[src/rtl/ctd_pkg.sv]
// ----------------------------------------------------------------------------
// ctd_pkg
// Shared types, codes and helpers of the chunked transfer decoder.
// ----------------------------------------------------------------------------
package ctd_pkg;

    // default width of the chunk size counters
    localparam int LEN_BITS_DEFAULT = 32;

    // width of the max_chunk_len register
    localparam int CFG_BITS = 32;
    localparam logic [CFG_BITS-1:0] MAX_CHUNK_LEN_RESET = '1;

    // special characters of the size line
    localparam logic [7:0] CH_CR = 8'h0D;
    localparam logic [7:0] CH_LF = 8'h0A;
    localparam logic [7:0] CH_SP = 8'h20;

    // result kinds
    typedef enum logic [1:0] {
        KIND_DATA  = 2'd0,
        KIND_LAST  = 2'd1,
        KIND_DONE  = 2'd2,
        KIND_ERROR = 2'd3
    } kind_t;

    // error codes
    typedef enum logic [1:0] {
        ERR_NONE      = 2'd0,
        ERR_NO_DIGITS = 2'd1,
        ERR_TOO_LARGE = 2'd2,
        ERR_NO_CRLF   = 2'd3
    } err_t;

    // one input transaction
    typedef struct packed {
        logic [7:0] in_byte;
        logic       new_body;
    } in_item_t;

    // one result transaction
    typedef struct packed {
        logic [7:0] out_byte;
        kind_t      kind;
        err_t       error_code;
    } result_t;

    // hex character decode: {is_hex, value}
    function automatic logic [4:0] hex_digit(input logic [7:0] c);
        logic [4:0] r;
        r = 5'b0;
        if (c >= 8'h30 && c <= 8'h39)
        begin
            r = {1'b1, 4'(c - 8'h30)};
        end
        else if (c >= 8'h41 && c <= 8'h46)
        begin
            r = {1'b1, 4'(c - 8'h37)};
        end
        else if (c >= 8'h61 && c <= 8'h66)
        begin
            r = {1'b1, 4'(c - 8'h57)};
        end
        return r;
    endfunction

endpackage

[src/rtl/ctd_if.sv]
// ----------------------------------------------------------------------------
// ctd_if
// Valid/ready stream interfaces for the decoder's input and result channels.
// ----------------------------------------------------------------------------

// body byte channel
interface ctd_in_if;
    logic       valid;
    logic       ready;
    logic [7:0] in_byte;
    logic       new_body;

    modport source (output valid, output in_byte, output new_body, input ready);
    modport sink   (input valid, input in_byte, input new_body, output ready);
endinterface

// decoded result channel
interface ctd_out_if;
    logic       valid;
    logic       ready;
    logic [7:0] out_byte;
    logic [1:0] kind;
    logic [1:0] error_code;

    modport source (output valid, output out_byte, output kind, output error_code,
                    input ready);
    modport sink   (input valid, input out_byte, input kind, input error_code,
                    output ready);
endinterface

[src/rtl/ctd_in_stage.sv]
// ----------------------------------------------------------------------------
// ctd_in_stage
// Input register: holds one body byte until the decode step takes it.
// ----------------------------------------------------------------------------
module ctd_in_stage
(
    input  logic               clk,
    input  logic               rst_n,
    ctd_in_if.sink             in_ch,
    input  logic               can_take,
    output logic               step,
    output ctd_pkg::in_item_t  item
);

    logic               valid_reg;
    ctd_pkg::in_item_t  item_reg;
    logic               load;

    // take a transaction when empty or when the held one moves on
    assign step        = valid_reg && can_take;
    assign in_ch.ready = !valid_reg || can_take;
    assign load        = in_ch.valid && in_ch.ready;
    assign item        = item_reg;

    // valid flag
    always_ff @(posedge clk or negedge rst_n)
    begin
        if (!rst_n)
        begin
            valid_reg <= 1'b0;
        end
        else if (load)
        begin
            valid_reg <= 1'b1;
        end
        else if (step)
        begin
            valid_reg <= 1'b0;
        end
    end

    // payload
    always_ff @(posedge clk)
    begin
        if (load)
        begin
            item_reg.in_byte  <= in_ch.in_byte;
            item_reg.new_body <= in_ch.new_body;
        end
    end

endmodule

[src/rtl/ctd_decode.sv]
// ----------------------------------------------------------------------------
// ctd_decode
// Chunk decode state: size line parsing, data countdown and CRLF check,
// plus the max_chunk_len register.
// ----------------------------------------------------------------------------
module ctd_decode #(
    parameter int LEN_BITS = ctd_pkg::LEN_BITS_DEFAULT
)
(
    input  logic                          clk,
    input  logic                          rst_n,
    input  logic                          cfg_wr_en,
    input  logic [ctd_pkg::CFG_BITS-1:0]  cfg_wr_data,
    input  logic                          step,
    input  ctd_pkg::in_item_t             item,
    output logic                          res_valid,
    output ctd_pkg::result_t              result
);

    localparam int CMP_W = (LEN_BITS > ctd_pkg::CFG_BITS) ? LEN_BITS : ctd_pkg::CFG_BITS;

    typedef enum logic [5:0] {
        PH_SIZE = 6'b000001,
        PH_DATA = 6'b000010,
        PH_CR   = 6'b000100,
        PH_LF   = 6'b001000,
        PH_DONE = 6'b010000,
        PH_ERR  = 6'b100000
    } phase_t;

    phase_t                       phase_reg, phase_next, phase_cur;
    logic                         saw_cr_reg, saw_cr_next, saw_cr_cur;
    logic                         in_ext_reg, in_ext_next, in_ext_cur;
    logic                         digit_seen_reg, digit_seen_next, digit_seen_cur;
    logic [LEN_BITS-1:0]          size_accum_reg, size_accum_next, size_accum_cur;
    logic [LEN_BITS-1:0]          bytes_left_reg, bytes_left_next, bytes_left_cur;
    logic [ctd_pkg::CFG_BITS-1:0] max_len_reg;
    logic [4:0]                   hex;
    logic                         emit;
    logic [7:0]                   c;

    assign c         = item.in_byte;
    assign hex       = ctd_pkg::hex_digit(c);
    assign res_valid = step && emit;

    // next state and result for the held byte
    always_comb
    begin
        // new_body restarts at a size line before this byte
        phase_cur      = item.new_body ? PH_SIZE : phase_reg;
        saw_cr_cur     = item.new_body ? 1'b0 : saw_cr_reg;
        in_ext_cur     = item.new_body ? 1'b0 : in_ext_reg;
        digit_seen_cur = item.new_body ? 1'b0 : digit_seen_reg;
        size_accum_cur = item.new_body ? '0 : size_accum_reg;
        bytes_left_cur = item.new_body ? '0 : bytes_left_reg;

        phase_next      = phase_cur;
        saw_cr_next     = saw_cr_cur;
        in_ext_next     = in_ext_cur;
        digit_seen_next = digit_seen_cur;
        size_accum_next = size_accum_cur;
        bytes_left_next = bytes_left_cur;

        emit              = 1'b0;
        result.out_byte   = 8'h00;
        result.kind       = ctd_pkg::KIND_DATA;
        result.error_code = ctd_pkg::ERR_NONE;

        case (phase_cur)
            PH_SIZE:
            begin
                if (saw_cr_cur)
                begin
                    if (c == ctd_pkg::CH_LF)
                    begin
                        // end of size line
                        saw_cr_next     = 1'b0;
                        in_ext_next     = 1'b0;
                        digit_seen_next = 1'b0;
                        size_accum_next = '0;
                        if (!digit_seen_cur)
                        begin
                            emit              = 1'b1;
                            result.kind       = ctd_pkg::KIND_ERROR;
                            result.error_code = ctd_pkg::ERR_NO_DIGITS;
                            phase_next        = PH_ERR;
                        end
                        else if (size_accum_cur == {LEN_BITS{1'b1}} ||
                                 CMP_W'(size_accum_cur) > CMP_W'(max_len_reg))
                        begin
                            emit              = 1'b1;
                            result.kind       = ctd_pkg::KIND_ERROR;
                            result.error_code = ctd_pkg::ERR_TOO_LARGE;
                            phase_next        = PH_ERR;
                        end
                        else if (size_accum_cur == '0)
                        begin
                            emit        = 1'b1;
                            result.kind = ctd_pkg::KIND_DONE;
                            phase_next  = PH_DONE;
                        end
                        else
                        begin
                            bytes_left_next = size_accum_cur;
                            phase_next      = PH_DATA;
                        end
                    end
                    else
                    begin
                        // stray cr: rest of line ignored, another cr keeps waiting
                        in_ext_next = 1'b1;
                        if (c != ctd_pkg::CH_CR)
                        begin
                            saw_cr_next = 1'b0;
                        end
                    end
                end
                else if (c == ctd_pkg::CH_CR)
                begin
                    saw_cr_next = 1'b1;
                end
                else if (in_ext_cur)
                begin
                    in_ext_next = 1'b1;
                end
                else if (c == ctd_pkg::CH_SP && !digit_seen_cur)
                begin
                    digit_seen_next = 1'b0;
                end
                else if (!hex[4])
                begin
                    in_ext_next = 1'b1;
                end
                else
                begin
                    // accumulate a digit, saturating on overflow
                    digit_seen_next = 1'b1;
                    if (size_accum_cur[LEN_BITS-1 -: 4] != 4'h0)
                    begin
                        size_accum_next = '1;
                    end
                    else
                    begin
                        size_accum_next = {size_accum_cur[LEN_BITS-5:0], hex[3:0]};
                    end
                end
            end
            PH_DATA:
            begin
                emit            = 1'b1;
                result.out_byte = c;
                bytes_left_next = bytes_left_cur - LEN_BITS'(1);
                if (bytes_left_cur == LEN_BITS'(1))
                begin
                    result.kind = ctd_pkg::KIND_LAST;
                    phase_next  = PH_CR;
                end
            end
            PH_CR:
            begin
                if (c != ctd_pkg::CH_CR)
                begin
                    emit              = 1'b1;
                    result.kind       = ctd_pkg::KIND_ERROR;
                    result.error_code = ctd_pkg::ERR_NO_CRLF;
                    phase_next        = PH_ERR;
                end
                else
                begin
                    phase_next = PH_LF;
                end
            end
            PH_LF:
            begin
                if (c != ctd_pkg::CH_LF)
                begin
                    emit              = 1'b1;
                    result.kind       = ctd_pkg::KIND_ERROR;
                    result.error_code = ctd_pkg::ERR_NO_CRLF;
                    phase_next        = PH_ERR;
                end
                else
                begin
                    phase_next      = PH_SIZE;
                    saw_cr_next     = 1'b0;
                    in_ext_next     = 1'b0;
                    digit_seen_next = 1'b0;
                    size_accum_next = '0;
                end
            end
            default:
            begin
                // done or error: bytes dropped until new_body
                emit = 1'b0;
            end
        endcase
    end

    // decode state
    always_ff @(posedge clk or negedge rst_n)
    begin
        if (!rst_n)
        begin
            phase_reg      <= PH_SIZE;
            saw_cr_reg     <= 1'b0;
            in_ext_reg     <= 1'b0;
            digit_seen_reg <= 1'b0;
            size_accum_reg <= '0;
            bytes_left_reg <= '0;
        end
        else if (step)
        begin
            phase_reg      <= phase_next;
            saw_cr_reg     <= saw_cr_next;
            in_ext_reg     <= in_ext_next;
            digit_seen_reg <= digit_seen_next;
            size_accum_reg <= size_accum_next;
            bytes_left_reg <= bytes_left_next;
        end
    end

    // size limit register
    always_ff @(posedge clk or negedge rst_n)
    begin
        if (!rst_n)
        begin
            max_len_reg <= ctd_pkg::MAX_CHUNK_LEN_RESET;
        end
        else if (cfg_wr_en)
        begin
            max_len_reg <= cfg_wr_data;
        end
    end

    // last data byte leads to the trailing cr check
    a_last_to_cr: assert property (@(posedge clk) disable iff (!rst_n)
        res_valid && result.kind == ctd_pkg::KIND_LAST |=> phase_reg == PH_CR)
        else $error("last data byte did not move to cr check");

    // an error result parks the decoder
    a_error_parks: assert property (@(posedge clk) disable iff (!rst_n)
        res_valid && result.kind == ctd_pkg::KIND_ERROR |=> phase_reg == PH_ERR)
        else $error("error result without error phase");

    // a data phase always has bytes left to pass
    a_data_count: assert property (@(posedge clk) disable iff (!rst_n)
        phase_reg == PH_DATA |-> bytes_left_reg != '0)
        else $error("data phase with zero bytes left");

    // halted decoder stays quiet until a new body
    a_halted_quiet: assert property (@(posedge clk) disable iff (!rst_n)
        step && !item.new_body && (phase_reg == PH_DONE || phase_reg == PH_ERR)
        |-> !res_valid)
        else $error("result produced after completion or error");

endmodule

[src/rtl/ctd_out_stage.sv]
// ----------------------------------------------------------------------------
// ctd_out_stage
// Result register with a skid entry, so the decode side sees a registered
// space flag and never waits on the sink's ready in the same cycle.
// ----------------------------------------------------------------------------
module ctd_out_stage
(
    input  logic              clk,
    input  logic              rst_n,
    input  logic              push,
    input  ctd_pkg::result_t  result,
    output logic              can_take,
    ctd_out_if.source         out_ch
);

    logic              main_valid_reg;
    logic              skid_valid_reg;
    ctd_pkg::result_t  main_reg;
    ctd_pkg::result_t  skid_reg;
    logic              pop;

    assign pop      = main_valid_reg && out_ch.ready;
    assign can_take = !skid_valid_reg;

    assign out_ch.valid      = main_valid_reg;
    assign out_ch.out_byte   = main_reg.out_byte;
    assign out_ch.kind       = main_reg.kind;
    assign out_ch.error_code = main_reg.error_code;

    // occupancy
    always_ff @(posedge clk or negedge rst_n)
    begin
        if (!rst_n)
        begin
            main_valid_reg <= 1'b0;
            skid_valid_reg <= 1'b0;
        end
        else if (skid_valid_reg)
        begin
            if (pop)
            begin
                skid_valid_reg <= 1'b0;
            end
        end
        else if (!main_valid_reg || pop)
        begin
            main_valid_reg <= push;
        end
        else if (push)
        begin
            skid_valid_reg <= 1'b1;
        end
    end

    // payload
    always_ff @(posedge clk)
    begin
        if (skid_valid_reg)
        begin
            if (pop)
            begin
                main_reg <= skid_reg;
            end
        end
        else if (!main_valid_reg || pop)
        begin
            main_reg <= result;
        end
        else if (push)
        begin
            skid_reg <= result;
        end
    end

endmodule

[src/rtl/chunked_transfer_decoder_unit.sv]
// ----------------------------------------------------------------------------
// chunked_transfer_decoder_unit
// HTTP/1.1 chunked body decoder, one body byte per transaction.
//
//   channel   dir  handshake      payload
//   in_ch     in   valid/ready    in_byte[7:0], new_body
//   out_ch    out  valid/ready    out_byte[7:0], kind[1:0], error_code[1:0]
//   cfg       in   cfg_wr_en      cfg_wr_data[31:0] -> max_chunk_len
//
// One byte per cycle while the skid entry has space; a byte is held in the input
// register, then its result is registered in the result register.
// The decode step is a single pass of compare/shift/decrement logic per byte.
// Reset clears the decode state and sets max_chunk_len to all ones.
// A two-entry result stage keeps input ready off the sink's ready; a stalled
// sink stops intake once both result entries and the input register are full.
// ----------------------------------------------------------------------------
module chunked_transfer_decoder_unit #(
    parameter int LEN_BITS = ctd_pkg::LEN_BITS_DEFAULT
)
(
    input  logic                          clk,
    input  logic                          rst_n,
    input  logic                          cfg_wr_en,
    input  logic [ctd_pkg::CFG_BITS-1:0]  cfg_wr_data,
    ctd_in_if.sink                        in_ch,
    ctd_out_if.source                     out_ch
);

    logic               can_take;
    logic               step;
    logic               res_valid;
    ctd_pkg::in_item_t  item;
    ctd_pkg::result_t   result;

    // input register
    ctd_in_stage u_in_stage (
        .clk      (clk),
        .rst_n    (rst_n),
        .in_ch    (in_ch),
        .can_take (can_take),
        .step     (step),
        .item     (item)
    );

    // decode step
    ctd_decode #(
        .LEN_BITS (LEN_BITS)
    ) u_decode (
        .clk         (clk),
        .rst_n       (rst_n),
        .cfg_wr_en   (cfg_wr_en),
        .cfg_wr_data (cfg_wr_data),
        .step        (step),
        .item        (item),
        .res_valid   (res_valid),
        .result      (result)
    );

    // result register
    ctd_out_stage u_out_stage (
        .clk      (clk),
        .rst_n    (rst_n),
        .push     (res_valid),
        .result   (result),
        .can_take (can_take),
        .out_ch   (out_ch)
    );

endmodule

[src/flat_wrapper.sv]
// flat-port wrapper written by rule: the top's interface ports become plain ports
module chunked_transfer_decoder_unit_flat 
#(
    parameter int LEN_BITS = ctd_pkg::LEN_BITS_DEFAULT
)
  (clk, rst_n, cfg_wr_en, cfg_wr_data, in_ch_valid, in_ch_in_byte, in_ch_new_body, in_ch_ready, out_ch_valid, out_ch_out_byte, out_ch_kind, out_ch_error_code, out_ch_ready);
  ctd_in_if in_ch_i ();
  ctd_out_if out_ch_i ();
  input  logic clk;
  input  logic rst_n;
  input  logic cfg_wr_en;
  input  logic [ctd_pkg::CFG_BITS-1:0] cfg_wr_data;
  input wire logic [$bits(in_ch_i.valid)-1:0] in_ch_valid;
  input wire logic [$bits(in_ch_i.in_byte)-1:0] in_ch_in_byte;
  input wire logic [$bits(in_ch_i.new_body)-1:0] in_ch_new_body;
  output wire logic [$bits(in_ch_i.ready)-1:0] in_ch_ready;
  output wire logic [$bits(out_ch_i.valid)-1:0] out_ch_valid;
  output wire logic [$bits(out_ch_i.out_byte)-1:0] out_ch_out_byte;
  output wire logic [$bits(out_ch_i.kind)-1:0] out_ch_kind;
  output wire logic [$bits(out_ch_i.error_code)-1:0] out_ch_error_code;
  input wire logic [$bits(out_ch_i.ready)-1:0] out_ch_ready;
  assign in_ch_i.valid = in_ch_valid;
  assign in_ch_i.in_byte = in_ch_in_byte;
  assign in_ch_i.new_body = in_ch_new_body;
  assign in_ch_ready = in_ch_i.ready;
  assign out_ch_valid = out_ch_i.valid;
  assign out_ch_out_byte = out_ch_i.out_byte;
  assign out_ch_kind = out_ch_i.kind;
  assign out_ch_error_code = out_ch_i.error_code;
  assign out_ch_i.ready = out_ch_ready;
  chunked_transfer_decoder_unit #(.LEN_BITS(LEN_BITS)) u_core (.clk(clk), .rst_n(rst_n), .cfg_wr_en(cfg_wr_en), .cfg_wr_data(cfg_wr_data), .in_ch(in_ch_i), .out_ch(out_ch_i));
endmodule
[config.mk]
export PLATFORM = sky130hd
export DESIGN_NAME = chunked_transfer_decoder_unit_flat
export DESIGN_NICKNAME = d
export VERILOG_FILES = /design/src/rtl/ctd_pkg.sv /design/src/rtl/ctd_if.sv /design/src/rtl/ctd_in_stage.sv /design/src/rtl/ctd_decode.sv /design/src/rtl/ctd_out_stage.sv /design/src/rtl/chunked_transfer_decoder_unit.sv /design/src/flat_wrapper.sv
export SDC_FILE = /design/constraint.sdc
export NUM_CORES = 1
export LEC_CHECK = 0
export ABC_AREA = 1
export BUFFER_PORTS_ARGS = -buffer_cell sky130_fd_sc_hd__clkbuf_2
export CAP_MARGIN = 20
export CORE_ASPECT_RATIO = 2
export CORE_MARGIN = 2
export CORE_UTILIZATION = 60
export CTS_CLUSTER_SIZE = 10
export DETAILED_ROUTE_END_ITERATION = 16
export GPL_TIMING_DRIVEN = 0
export PLACE_DENSITY_LB_ADDON = 0.05
export SETUP_SLACK_MARGIN = 0.1
export SYNTH_ARGS = -nofsm -noshare
export SYNTH_HDL_FRONTEND = slang
export SYNTH_SLANG_ARGS = --single-unit
[constraint.sdc]
create_clock -name clk -period 3.3 [get_ports clk]
set_input_delay 0.165 -clock clk [delete_from_list [all_inputs] [get_ports clk]]
set_output_delay 0.165 -clock clk [all_outputs]
set_load 0.03 [all_outputs]
# Word-level counts from Yosys, hierarchy flattened
# Cells that the tools add are included.
# Widths: inputs -> output; s select.
totals:
  ff_bits: 141
  elab_cells: 149
  output_inout_bits: 14
classes:
  n_reduce_logical: 22
  bitwise: 2
  mux: 84
  eq_ne: 12
  order_cmp: 7
  add_sub_neg: 4
op_table:
  columns: ["cell", "count"]
  rows:
  - ["$mux 32", 15]
  - ["$pmux 32 s2", 2]
  - ["$mux 6", 8]
  - ["$mux 1", 36]
  - ["$mux 12", 3]
  - ["$eq 32x1->1 const B", 1]
  - ["$eq 32x32->1 const B", 1]
  - ["$gt 32x32->1", 1]
  - ["$logic_not 32->1", 1]
  - ["$sub 32x1->32 const B", 1]
  - ["$pmux 6 s4", 1]
  - ["$mux 4", 5]
  - ["$mux 5", 4]
  - ["$eq 8x4->1 const B", 2]
  - ["$ge 8x7->1 const B", 2]
  - ["$le 8x7->1 const B", 2]
  - ["$ne 8x4->1 const B", 2]
  - ["$eq 8x6->1 const B", 1]
  - ["$ge 8x6->1 const B", 1]
  - ["$le 8x6->1 const B", 1]
  - ["$logic_and 1x1->1", 8]
  - ["$mux 8", 1]
  - ["$pmux 2 s4", 1]
  - ["$sub 4x3->4 const B", 2]
  - ["other kinds (17)", 29]

# Depth between registers and ports, before layout
logic_depth:
  ltp_word: 12
  mapped_depth: 27
  depth_no_buf: 23

# Modules after synthesis
# From an unflattened synthesis, not the netlist that was laid out.
hier_totals:
  hier_cells: 1439
  hier_area_um2: 10059.6
modules_own_cells:
  columns: ["mod", "cells_per_inst", "seq_area_each_um2", "n_inst", "area_each_um2"]
  rows:
  - ["ctd_decode", 1346, 2668.8, 1, 8765.9]
  - ["ctd_out_stage", 76, 770.7, 1, 970.9]
  - ["ctd_in_stage", 17, 295.3, 1, 322.8]

# Worst setup path before layout
# Ideal clock, no wire load.
synth_path:
  kind: "register to register"
  startpoint: "register u_core.u_in_stage.item_reg (netlist bit u_core.u_in_stage.item[0])"
  endpoint: "register u_core.u_out_stage.skid_reg[0] in the netlist's numbering, enable pin"
  arrival_time_ps: 2787
  n_path_buf: 3
  period_less_slack_ps: 3081
  path_stages_with_launch: 22
  t_required_ps: 3006
  slack_ps: 219
  cell_sequence: "edfxtp_1 buf_6 inv_4 buf_8 buf_6 nand2_1 inv_1 ha_1 nand2_1 inv_1 nand3_1 nor3_1 and3_1 nand4_1 nand2_1 nand2_2 nor2_4 nand2_2 nand2_1 nand3_1 nand3_1 inv_1"
synth_between:
  elab_chain_len: 10
synth_lines:
  columns: ["item", "line", "text"]
  rows:
  - ["from (decl)", "ctd_in_stage.sv:16", "ctd_pkg::in_item_t item_reg;"]
  - ["$mux 32", "ctd_decode.sv:54", "size_accum_cur = item.new_body ? '0 : size_accum_reg;"]
  - ["$gt 32x32->1 (tied with other cells)", "ctd_decode.sv:89", "CMP_W'(size_accum_cur) > CMP_W'(max_len_reg))"]
  - ["$logic_or 1x1->1 / $mux 1 (equally long branches)", "ctd_decode.sv:88, ctd_decode.sv:96", null]
  - ["$mux 1", "ctd_decode.sv:88", "else if (size_accum_cur == {LEN_BITS{1'b1}} ||"]
  - ["$mux 1", "ctd_decode.sv:81", "if (!digit_seen_cur)"]
  - ["$mux 1", "ctd_decode.sv:74", "if (c == ctd_pkg::CH_LF)"]
  - ["$mux 1", "ctd_decode.sv:72", "if (saw_cr_cur)"]
  - ["$pmux 1 s4 (*)", "ctd_decode.sv:69", "case (phase_cur)"]
  - ["$logic_and 1x1->1 (*)", "ctd_decode.sv:44", "assign res_valid = step && emit;"]
  - ["$reduce_and 3->1 (no line) (*)", null, null]
  - ["to (signal assigned)", "ctd_out_stage.sv:71", "skid_reg <= result;"]
  - ["to (decl)", "ctd_out_stage.sv:19", "ctd_pkg::result_t skid_reg;"]
# Mark *: on every way between the ends. The rest lies on a longest branch, timed or not.
# A chain may end at the register's enable or synchronous reset.

# Worst setup path after layout
layout_path:
  startpoint: "register u_core.u_in_stage.item_reg (netlist bit u_core.u_in_stage.item[0])"
  endpoint: "register u_core.u_out_stage.skid_reg[7] in the netlist's numbering, enable pin"
# The elaborated chain is that of the path after synthesis.

==> impl_metrics.xml <==
<?xml version="1.0" encoding="UTF-8"?>
<metrics>
  <group name="sta">
    <metric name="fmax" unit="MHz">301.5</metric>
    <metric name="rsz_0062_raised_after_global_routing" unit="">true</metric>
    <metric name="final_min_period_over_clock_period" unit="">1.005</metric>
    <metric name="worst_relative_slew_slack" unit="">0.2601</metric>
    <metric name="setup_violations_final" unit="">12</metric>
    <metric name="maxSlewViolCount" unit="">0</metric>
    <metric name="post-route-worst-setup-slack" unit="ns">-0.01664</metric>
    <metric name="timing.final.crit_period" unit="ns">3.317</metric>
    <metric name="timing.clock.skew" unit="ns">0.009105</metric>
    <metric name="hold_viol_final" unit="">0</metric>
    <metric name="timing_worst_slew_pin_value" unit="ns">1.110</metric>
  </group>
  <group name="clock_tree">
    <metric name="clock_latency" unit="ns">0.44</metric>
    <metric name="htree_num_levels" unit="">4</metric>
    <metric name="clock_sink_count" unit="">141</metric>
    <metric name="cts_tree" unit="">yes</metric>
    <metric name="tritoncts.num_buffers" unit="">17</metric>
    <metric name="clock_slew_at_the_register_clock_pins_of_the_worst_setup_and_hold_paths" unit="ns">0.06</metric>
    <metric name="cts_buffer_depth" unit="">2</metric>
    <metric name="cts.root.buffer_cell" unit="">sky130_fd_sc_hd__clkbuf_16</metric>
  </group>
  <group name="die">
    <metric name="boundaryPins" unit="">60</metric>
    <metric name="die_w" unit="um">97.55</metric>
    <metric name="die_area" unit="mm^2">0.01864</metric>
    <metric name="floorplan.initialDensity" unit="">0.6111</metric>
    <metric name="floorplan_die_height" unit="um">191.1</metric>
    <metric name="placementRows" unit="">68</metric>
    <metric name="floorplan.core_area" unit="mm^2">0.01719</metric>
  </group>
  <group name="power">
    <metric name="power_density" unit="mW/mm^2">807.4</metric>
    <metric name="power.static_leakage" unit="nW">6.081</metric>
    <metric name="vdd_ir_drop_max" unit="mV">0.5887</metric>
    <metric name="power" unit="mW">10.67</metric>
  </group>
  <group name="synthesis">
    <metric name="ys_ff_latch" unit="">141</metric>
    <metric name="synth_compound_gate_area_share" unit="">0.1995</metric>
    <metric name="multiplexer_area_fraction_after_synthesis" unit="">0.001072</metric>
    <metric name="synth_seq_area_share" unit="">0.3556</metric>
    <metric name="yosys.area.top_type_share" unit="">0.1787</metric>
    <metric name="synth-simple-area-share" unit="">0.2870</metric>
    <metric name="synth_edf_count" unit="">33</metric>
    <metric name="dominantRegCellSynth" unit="">sky130_fd_sc_hd__dfrtp_1</metric>
    <metric name="netlist_instances" unit="">1474</metric>
    <metric name="post-synth-top-area-cell" unit="">sky130_fd_sc_hd__dfrtp_1</metric>
    <metric name="syn_area_per_cell" unit="um^2">7.125</metric>
    <metric name="synthDistinctLibCells" unit="">59</metric>
    <metric name="mappedNetlistArea" unit="mm^2">0.01050</metric>
    <metric name="post_synth_xor_area_fraction" unit="">0.003336</metric>
    <metric name="synthesis.yosys.warnings" unit="">0</metric>
    <metric name="mappedNetlistNets" unit="">1558</metric>
    <metric name="synth_top_family_by_area" unit="">simple AND/OR/NAND/NOR gates</metric>
    <metric name="share_of_synthesized_flip_flops_with_an_asynchronous_set_or_reset" unit="">0.7660</metric>
    <metric name="synth.area.top_cells" unit="">sky130_fd_sc_hd__dfrtp_1, sky130_fd_sc_hd__nand2_1, sky130_fd_sc_hd__edfxtp_1</metric>
    <metric name="synthAdderAreaFrac" unit="">0.04527</metric>
  </group>
  <group name="setup_path">
    <metric name="endpoint_kind" unit="">flop</metric>
    <metric name="rr_startpoint" unit="">u_core.u_in_stage.item[0]</metric>
    <metric name="timing.reg2reg.setup_slack" unit="ns">-0.02</metric>
    <metric name="rr_endpoint" unit="">u_core.u_out_stage.skid_reg[7]</metric>
    <metric name="worstPathMaxFanout" unit="">12</metric>
    <metric name="worst_ep_required_time" unit="ns">3.50</metric>
    <metric name="critPathKind" unit="">flop to flop</metric>
    <metric name="start_kind" unit="">flop</metric>
    <metric name="cp_data_arrival_time" unit="ns">3.52</metric>
    <metric name="reg2regPathDepth" unit="">20</metric>
  </group>
  <group name="global_routing">
    <metric name="grt.overflow.total" unit="">0</metric>
    <metric name="number_of_global_route_vias_before_repair" unit="">11470</metric>
    <metric name="grt_max_degree" unit="">66</metric>
    <metric name="all_layer_global_routing_usage" unit="">0.4172</metric>
    <metric name="antenna_found_initial" unit="">0</metric>
    <metric name="grt_pass1_wl" unit="um">59840</metric>
  </group>
  <group name="detailed_routing">
    <metric name="avgViaCountPerCell" unit="">6.222</metric>
    <metric name="firstDrtPassIters" unit="">8</metric>
    <metric name="routed_wirelength" unit="um">39580</metric>
    <metric name="detail_route.drc_violations" unit="">0</metric>
    <metric name="wl_per_cell" unit="um">21.21</metric>
    <metric name="routed-via-count" unit="">11610</metric>
    <metric name="drt_iter0_markers" unit="">1033</metric>
    <metric name="ant_nets" unit="">0</metric>
  </group>
  <group name="run">
    <metric name="maxCapViolCount" unit="">0</metric>
  </group>
  <group name="cells_and_area">
    <metric name="layout.nets" unit="">1727</metric>
    <metric name="final_cell_count_no_fill" unit="">1866</metric>
    <metric name="antenna_cells_inserted" unit="">0</metric>
    <metric name="areaGrowthSynthToFinish" unit="%">25.89</metric>
    <metric name="n_fill_cell" unit="">1310</metric>
    <metric name="proportion_of_layout_cells_with_a_drive_suffix_above_1" unit="">0.2373</metric>
  </group>
  <group name="status">
    <metric name="failed_checks" unit="">setup timing</metric>
    <metric name="outcome" unit="">finished with violations</metric>
  </group>
  <group name="placement">
    <metric name="place_hpwl" unit="um">27020</metric>
    <metric name="port-buffer-count" unit="">58</metric>
    <metric name="place_inst" unit="">1743</metric>
    <metric name="place.gp.congestion" unit="">1.046</metric>
  </group>
  <group name="min_path">
    <metric name="whs_endpoint" unit="">u_core.u_out_stage.skid_valid_reg</metric>
    <metric name="hold_start" unit="">out_ch_ready</metric>
    <metric name="min-delay-path-class" unit="">input port to flop</metric>
    <metric name="worstHoldPathCells" unit="">4</metric>
  </group>
</metrics>
cells by family (layout without fill, tap and decap cells):
| group | after synthesis | count (layout) |
|---|---|---|
| DFF | 141 | 141 |
| AOI/OAI and AO/OA | 358 | 358 |
| buffers and inverters | 277 | 459 |
| adders and majority gates | 38 | 38 |
| muxes | 1 | 1 |
| xor gates and xnor gates | 4 | 4 |
| and+or+nand+nor | 655 | 655 |
cells in the mapped netlist (all sizes together) (6+ instances only):
cell	instances
o21ai	123
clkbuf	47
inv	206
dfrtp	75
a22oi	31
nor2	157
o211ai	34
a31oi	7
nand2	372
dfstp	33
nor4	18
nand4	20
nand3b	6
nor3	14
o31ai	6
buf	23
edfxtp	33
nand3	67
o22ai	8
ha	38
a21oi	134
per-layer routing:
layer  up-vias  wire length [um]  track usage  part of all wire
met5         -                 0            0                 0
met4         0              3751       0.3451             0.095
met3       250              3303      0.06947             0.083
met2       709             19960       0.7401              0.50
met1      5400             12570       0.4221              0.32
li1       5252                 -            -                 -
worst max path at each step:
| stage | from | endpoint | slack, ns |
|---|---|---|---|
| 3_3_place_gp | u_core.u_in_stage.item[0] | u_core.u_out_stage.skid_reg[9] | -0.81 |
| 5_1_grt | u_core.u_in_stage.item[0] | u_core.u_out_stage.skid_reg[11] | -0.11 |
| 3_5_place_dp | u_core.u_in_stage.item[0] | u_core.u_out_stage.skid_reg[5] | -0.84 |
| 4_1_cts | u_core.u_in_stage.item[0] | u_core.u_out_stage.skid_reg[2] | -0.02 |
| 2_1_floorplan | u_core.u_in_stage.item[0] | u_core.u_out_stage.skid_reg[0] | 0.22 |
| 6_report | u_core.u_in_stage.item[0] | u_core.u_out_stage.skid_reg[7] | -0.02 |
cells in the final DEF (no fill, tap or decap), drive strengths merged, types with 3 or more instances in the layout:
cell / netlist / routed
dfstp: 33 / 33
a31oi: 7 / 7
a22oi: 31 / 31
o211ai: 34 / 34
nand3b: 6 / 6
o31ai: 6 / 6
clkinvlp: 0 / 3
dlygate4sd3: 0 / 43
o21a: 3 / 3
clkbuf: 47 / 125
nand2: 372 / 372
o21ai: 123 / 123
clkinv: 1 / 7
ha: 38 / 38
buf: 23 / 70
nor3: 14 / 14
dfrtp: 75 / 75
xor2: 4 / 4
a21oi: 134 / 134
o22ai: 8 / 8
a211oi: 3 / 3
nand3: 67 / 67
edfxtp: 33 / 33
nand4: 20 / 20
nor4: 18 / 18
nor2: 157 / 157
inv: 206 / 209
cell type report:
class,count,area [um^2],area share
multi-input combinational,1056,6245,0.4723
sequential,141,3735,0.2825
timing repair buffer,151,1209,0.09142
inverter,207,798.3,0.06038
clock buffer,18,429.2,0.03246
buffer,69,401.6,0.03038
tap,210,262.8,0.01987
clock inverter,14,141.4,0.01069
worst max-delay path, cell delays in order (launching register included):
cell and delay, ns:
sky130_fd_sc_hd__edfxtp_1 0.39, sky130_fd_sc_hd__buf_8 0.15, sky130_fd_sc_hd__buf_12 0.14, sky130_fd_sc_hd__buf_12 0.15, sky130_fd_sc_hd__nor2_4 0.17, sky130_fd_sc_hd__ha_4 0.23
sky130_fd_sc_hd__a21oi_4 0.12, sky130_fd_sc_hd__o21ai_2 0.08, sky130_fd_sc_hd__nand2_1 0.09, sky130_fd_sc_hd__o211ai_1 0.11, sky130_fd_sc_hd__a21oi_2 0.20, sky130_fd_sc_hd__nand2_2 0.09
sky130_fd_sc_hd__nand2_2 0.08, sky130_fd_sc_hd__nand2_2 0.08, sky130_fd_sc_hd__nor2_4 0.24, sky130_fd_sc_hd__nand2_4 0.14, sky130_fd_sc_hd__nand2_4 0.12, sky130_fd_sc_hd__nand3_4 0.08
sky130_fd_sc_hd__nand3_4 0.11, sky130_fd_sc_hd__clkinvlp_4 0.11, sky130_fd_sc_hd__buf_12 0.15
power breakdown:
| part | internal [mW] | total [mW] | switching [mW] |
|---|---|---|---|
| sequential | 2.41 | 2.93 | 0.516 |
| clock | 1.11 | 1.93 | 0.813 |
| combinational | 1.94 | 5.82 | 3.88 |
| total | 5.47 | 10.7 | 5.21 |
per-stage QoR:
stage                     hold WS (ns)  area, um^2  setup WS (ns)  setup TNS (ns)  utilization
after floorplan                -0.1306       10500         0.2194               0            -
after global placement          0.3427       11060        -0.8111          -20.49       0.6433
after detailed placement        0.1248       11090        -0.8411          -21.70       0.6454
after CTS                      0.04797       12440       -0.02423         -0.2798       0.7239
after global routing            0.1078       13220        -0.1125          -1.866       0.7693
final                          0.05831       13220       -0.01664         -0.1739       0.7693
timing repair:
item,CTS,global route
resized for setup,54,129
endpoints found under the hold margin,85,0
buffers inserted,18,29
hold buffers,43,0
pin swaps,14,26
endpoints found under the setup margin,80,87
gates cloned,0,2
(Power assumes the default switching activity.)
